`src/box_average_downscaler_defines.svh`:
```
// Assertion macros shared by the box average downscaler modules
`ifndef BOX_AVERAGE_DOWNSCALER_DEFINES_SVH
`define BOX_AVERAGE_DOWNSCALER_DEFINES_SVH

// Same-cycle implication, checked on clk, off while rst_n is low
`define BAV_ASSERT_SAME(label, ante, cons, msg) \
  label: assert property (@(posedge clk) disable iff (!rst_n) (ante) |-> (cons)) \
    else $error(msg);

// Next-cycle implication, checked on clk, off while rst_n is low
`define BAV_ASSERT_NEXT(label, ante, cons, msg) \
  label: assert property (@(posedge clk) disable iff (!rst_n) (ante) |=> (cons)) \
    else $error(msg);

`endif

```
`src/bav_pkg.sv`:
```
// Shared types and constants of the box average downscaler
package bav_pkg;

  // Fixed field widths
  localparam int CFG_W     = 10;
  localparam int CFG_IDX_W = 2;
  localparam int PIX_W     = 8;
  localparam int OUT_W     = 8;

  // Register indexes
  localparam logic [CFG_IDX_W-1:0] REG_SOURCE_SIDE = 2'd0;
  localparam logic [CFG_IDX_W-1:0] REG_TARGET_SIDE = 2'd1;

  // Register reset values
  localparam logic [CFG_W-1:0] SOURCE_SIDE_RST = 10'd224;
  localparam logic [CFG_W-1:0] TARGET_SIDE_RST = 10'd28;

  // Sequencer states
  typedef enum logic [2:0] {
    ST_SETUP,   // start side division after reset or side register write
    ST_CALC,    // wait for block size
    ST_GEOM,    // block area and active region
    ST_IDLE,    // take a pixel request
    ST_ACC,     // accumulate into column sum
    ST_DIV      // wait for block mean and a free output, then load output
  } bav_state_t;

  // Commands from sequencer to datapath
  typedef struct packed {
    logic src_we;
    logic tgt_we;
    logic restart;
    logic accept;
    logic acc;
    logic div_start_cfg;
    logic div_start_avg;
    logic load_b;
    logic load_geom;
    logic load_out;
  } bav_cmd_t;

  // Status from datapath to sequencer
  typedef struct packed {
    logic div_busy;
    logic emit;
    logic out_free;
  } bav_sts_t;

endpackage

```
`src/bav_ctrl.sv`:
```
// Sequencer: setup after register writes, per-pixel accumulate and divide
`include "box_average_downscaler_defines.svh"
module bav_ctrl (
  input  logic                              clk,
  input  logic                              rst_n,
  input  logic                              in_valid,
  output logic                              in_ready,
  input  logic                              cfg_we,
  input  logic [bav_pkg::CFG_IDX_W-1:0]     cfg_index,
  input  bav_pkg::bav_sts_t                 sts,
  output bav_pkg::bav_cmd_t                 cmd
);

  import bav_pkg::*;

  bav_state_t state_r, state_nxt;

  // State register
  always_ff @(posedge clk) begin
    if (!rst_n) begin
      state_r <= ST_SETUP;
    end else begin
      state_r <= state_nxt;
    end
  end

  // Next state and commands
  always_comb begin
    cmd         = '0;
    state_nxt   = state_r;
    in_ready    = 1'b0;
    cmd.src_we  = cfg_we && (cfg_index == REG_SOURCE_SIDE);
    cmd.tgt_we  = cfg_we && (cfg_index == REG_TARGET_SIDE);
    cmd.restart = cmd.src_we || cmd.tgt_we;
    unique case (state_r)
      ST_SETUP: begin
        cmd.div_start_cfg = 1'b1;
        state_nxt         = ST_CALC;
      end
      ST_CALC: begin
        if (!sts.div_busy) begin
          cmd.load_b = 1'b1;
          state_nxt  = ST_GEOM;
        end
      end
      ST_GEOM: begin
        cmd.load_geom = 1'b1;
        state_nxt     = ST_IDLE;
      end
      ST_IDLE: begin
        in_ready   = !cmd.restart;
        cmd.accept = in_valid && in_ready;
        if (cmd.accept) begin
          state_nxt = ST_ACC;
        end
      end
      ST_ACC: begin
        cmd.acc = 1'b1;
        if (sts.emit) begin
          cmd.div_start_avg = 1'b1;
          state_nxt         = ST_DIV;
        end else begin
          state_nxt = ST_IDLE;
        end
      end
      ST_DIV: begin
        if (!sts.div_busy && sts.out_free) begin
          cmd.load_out = 1'b1;
          state_nxt    = ST_IDLE;
        end
      end
      default: begin
        state_nxt = ST_SETUP;
      end
    endcase
    // A side register write restarts the frame and recomputes the geometry
    if (cmd.restart) begin
      state_nxt = ST_SETUP;
    end
  end

  `BAV_ASSERT_NEXT(a_accept_to_acc, cmd.accept, state_r == ST_ACC, "accepted pixel not accumulated")
  `BAV_ASSERT_SAME(a_avg_div_free, cmd.div_start_avg, !sts.div_busy, "mean started while divider busy")
  `BAV_ASSERT_SAME(a_ready_only_idle, in_ready, state_r == ST_IDLE, "ready outside idle")

endmodule

```
`config.mk`:
```
export PLATFORM = sky130hd
export DESIGN_NAME = bav_ctrl
export DESIGN_NICKNAME = d
export VERILOG_FILES = /design/src/bav_pkg.sv /design/src/bav_ctrl.sv
export VERILOG_INCLUDE_DIRS = /design/src /design/src/src
export SDC_FILE = /design/constraint.sdc
export NUM_CORES = 1
export LEC_CHECK = 0
export ABC_AREA = 1
export CAP_MARGIN = 20
export CORE_AREA = 4 4 41 43
export DETAILED_ROUTE_END_ITERATION = 16
export DIE_AREA = 0 0 45 47
export DONT_BUFFER_PORTS = 1
export PLACE_DENSITY_LB_ADDON = 0.05
export SLEW_MARGIN = 15
export SYNTH_ARGS = -nofsm -noshare
export SYNTH_HDL_FRONTEND = slang
export SYNTH_SLANG_ARGS = --single-unit
```
`constraint.sdc`:
```
create_clock -name clk -period 2.35 [get_ports clk]
set_input_delay 0.1175 -clock clk [delete_from_list [all_inputs] [get_ports clk]]
set_output_delay 0.1175 -clock clk [all_outputs]
set_load 0.02 [all_outputs]
```
Word-level counts from Yosys, hierarchy flattened
Cells that the tools add are included.
- flip-flop bits (word level): 3
- bits of input ports: 9
- output and inout bits: 11
- eq/ne operators: 9
- muxes and demuxes: 16
- bitwise gates (word level): 1
- reductions and logical operators: 11
- operators with widths (kind ; count):
    3-bit case mux with 6 select lines ; 1
    3-bit 2-to-1 mux ; 4
    1-bit 2-to-1 mux ; 11
    3-bit by 2-bit equality test with 1-bit output, second input constant ; 2
    3-bit equality test, second input constant ; 2
    2-bit != test, second input constant ; 3
    1-bit logical AND ; 4
    3-bit by 1-bit equality test with 1-bit output, second input constant ; 1
    3-bit logical NOT ; 1
    3-bit AND reduction ; 1
    2-bit by 1-bit equality test with 1-bit output, second input constant ; 1
    1-bit logical NOT ; 2
    2-bit logical NOT ; 1
    2-bit OR reduction ; 1
    1-bit logical OR ; 1
    1-bit inverter ; 1

Logic depth before layout (Yosys ltp)
- depth after elaboration: 7
- depth in mapped cells: 7
- gate-level depth less buffers: 7

Worst setup path after synthesis
No wires, ideal clock.
- path kind: register -> output
- start: reg state_r[1]
- end: out cmd[0] (netlist bit)
- arrival time: 997 ps
- slack: 1236 ps
- stages on the path, launching flop included: 4
- buffers on the path: 0
- cells stage by stage: dfxtp_1 inv_1 nand2_2 nor3_1
- RTL lines (item ; line ; source):
    start, declared ; bav_ctrl.sv:16 ; bav_state_t state_r, state_nxt;
    start signal, assigned ; bav_ctrl.sv:23 ; state_r <= state_nxt;
    end, declared ; bav_ctrl.sv:11 ; output bav_pkg::bav_cmd_t cmd

==> impl_results.md <==
* Initial Util at 20.58%
* Fill count at 183
* Setup TNS at 0 ps
* Final WL at 715 um
* Startpoint class of the critical path: flip-flop
* Pleak at 0.1746 nW
* Clock skew at 5.828 ps
* Die area at 0.002115 mm^2
* Slew Limit Fails at 0
* Post-synthesis sequential area ratio at 22.43%
* Worst Setup SP: state_r[1]$_SDFFE_PP0P_
* Core Area at 0.001301 mm^2
* First-pass GRT wire length at 1041 um
* CTS max path bufs at 2
* Via count at 298
* Mean area per synthesized cell at 5.149 um^2
* Share of the synthesized area in the top cell type at 22.43%
* TritonCTS buffer count at 3
* P&R area growth vs syn at 16.82%
* Crit end category: primary output
* Synth Net Count at 61
* Vias in the first global route at 258
* Port Buffers at 0
* Syn Std Cell Area at 267.8 um^2
* Placed Area at 286.5 um^2
* Syn. warnings at 0
* Hold-fix buffers, CTS at 0
* Max Clk Rate at 698.5 MHz
* Initial DRT Pass Iterations at 2
* Number of diodes at 0
* Fin area at 312.8 um^2
* Via density at 4.197
* RSZ-0062 raised after global routing: false
* Worst slack, placed at 1133 ps
* Maxcap violations at 0
* Final setup violation count at 0
* Synth unique cells at 12
* Clock Pin Slew Worst Setup and Hold Paths at 40 ps
* Max reg flops at 3
* Synth top area cells: dfxtp_1, nand2_1, nor2_1
* Initial DRC count at 3
* FF-to-FF path depth at 6
* Power per cell area at 703.0 mW/mm^2
* Worst Setup EP: cmd[0]
* Hold_ws at 109.7 ps
* Worst EP required at 2230 ps
* Biggest register: state_r
* Leading area contributor after synthesis: dfxtp_1
* Root Buffer: clkbuf_4
* Clock Latency Late Sink at 240 ps
* Post-CTS resize count at 0
* Antenna viol nets, final at 0
* GRT Util Overall at 6.867%
* CP arrival at 1310 ps
* Crit-path max FO at 5
* Crit Reg-Reg Endpoint: state_r[2]$_SDFFE_PP0P_
* Hold Crit Class: in2reg
* Clk sink count at 3
* Reg-to-reg setup timing slack at 1150 ps
* Slew HR at 58.34%
* Post-route minimum period at 1432 ps
* Reg2reg start: state_r[2]$_SDFFE_PP0P_
* Setup ws final at 918.4 ps
* Top Registers: state_r (3)
* TritonCTS clock tree: done
* DR WL/cell at 10.07 um
* Yosys reg bits at 3
* Largest net degree at the start of global routing at 8
* Postcts setup bufs at 0
* Initial antenna violation count at 0
* Fraction of layout cells with a size suffix above 1 at 14.29%
* NumNets Final at 66
* Die width at 45 um
* Post-route DRC at 0
* Status: finished, final reports clean
* Period Utilization, post-route at 60.92%
* Die Y at 47 um
* Final hold vios at 0
* I/O pin count at 20
* Rows at 13
* VDD IR max at 0.2195 mV
* Commonest non-fill, non-tap cells in the layout: nand2_1, nor2_1, inv_1
* Critical path class: reg2out
* Synthesized instance count at 52
* Post-detail-place hpwl at 602.8 um
* Tightest Pin Transition at 620.2 ps
* H-tree levels at 1
* Placer Congestion at 0.6869
* Grt total ovfl at 0
critical path, stage by stage (launching register included):
cell and delay [ps]:
dfxtp_1 330, inv_1 140, nand2_2 90, nor3_1 530
stage by stage:
stage | util (%) | power [W] | cells
3_5_place_dp | 22.02 | 0.0001286 | 67
4_1_cts | 24.04 | 0.0002258 | 71
6_report | 24.04 | 0.0002199 | 71
3_3_place_gp | 22.02 | 0.0001303 | 67
2_1_floorplan | - | 0.0001184 | 52
5_1_grt | 24.04 | 0.0002375 | 71
where the power goes:
part	leakage [nW]	internal, W	switching, W
logic	0.135	0.0000170	0.0000459
clock network	0.0150	0.0000638	0.0000294
registers	0.0247	0.0000564	0.00000735
total	0.175	0.000137	0.0000827
layer usage:
layer / share of wire [%] / global-route usage, %
met3: 12 / 2.682
met2: 46 / 10.73
met4: 0 / 3.509
met1: 41 / 8.163
met5: 0 / 0
Yosys cell counts:
| cell | count |
|---|---|
| nand2_1 | 12 |
| nor2_1 | 12 |
| inv_1 | 11 |
| a21oi_1 | 3 |
| dfxtp_1 | 3 |
| nand2_2 | 2 |
| nand3_1 | 2 |
| nor3_1 | 2 |
| o21ai_0 | 2 |
| a21oi_2 | 1 |
| inv_2 | 1 |
| nor2_2 | 1 |
final cells by class:
cell class	instances	area [um^2]	share of cell area [%]
multi-input combinational	37	162.7	52.00
sequential	3	60.06	19.20
inverter	12	45.04	14.40
clock buffer	4	26.28	8.400
tap	15	18.77	6.000
how the worst min path moves through the flow:
| stage | from | endpoint | slack (ps) | depth (start not counted) |
|---|---|---|---|---|
| after floorplan | cfg_index[0] | cmd[9] | 310 | 1 |
| after global placement | cfg_index[0] | cmd[9] | 320 | 1 |
| after detailed placement | cfg_index[0] | cmd[9] | 320 | 1 |
| after CTS | rst_n | state_r[0]$_SDFFE_PP0P_ | 110 | 4 |
| after global routing | rst_n | state_r[0]$_SDFFE_PP0P_ | 150 | 4 |
| final | rst_n | state_r[0]$_SDFFE_PP0P_ | 110 | 4 |
logic make-up (layout without fill, tap and decap cells):
kind of cell	Yosys count	count (layout)	synth area share [%]
and+or+nand+nor	31	31	48.13
buffers and inverters	12	16	16.82
AOI/OAI and AO/OA	6	6	12.62
DFF	3	3	22.43
(Power assumes the default switching activity.)
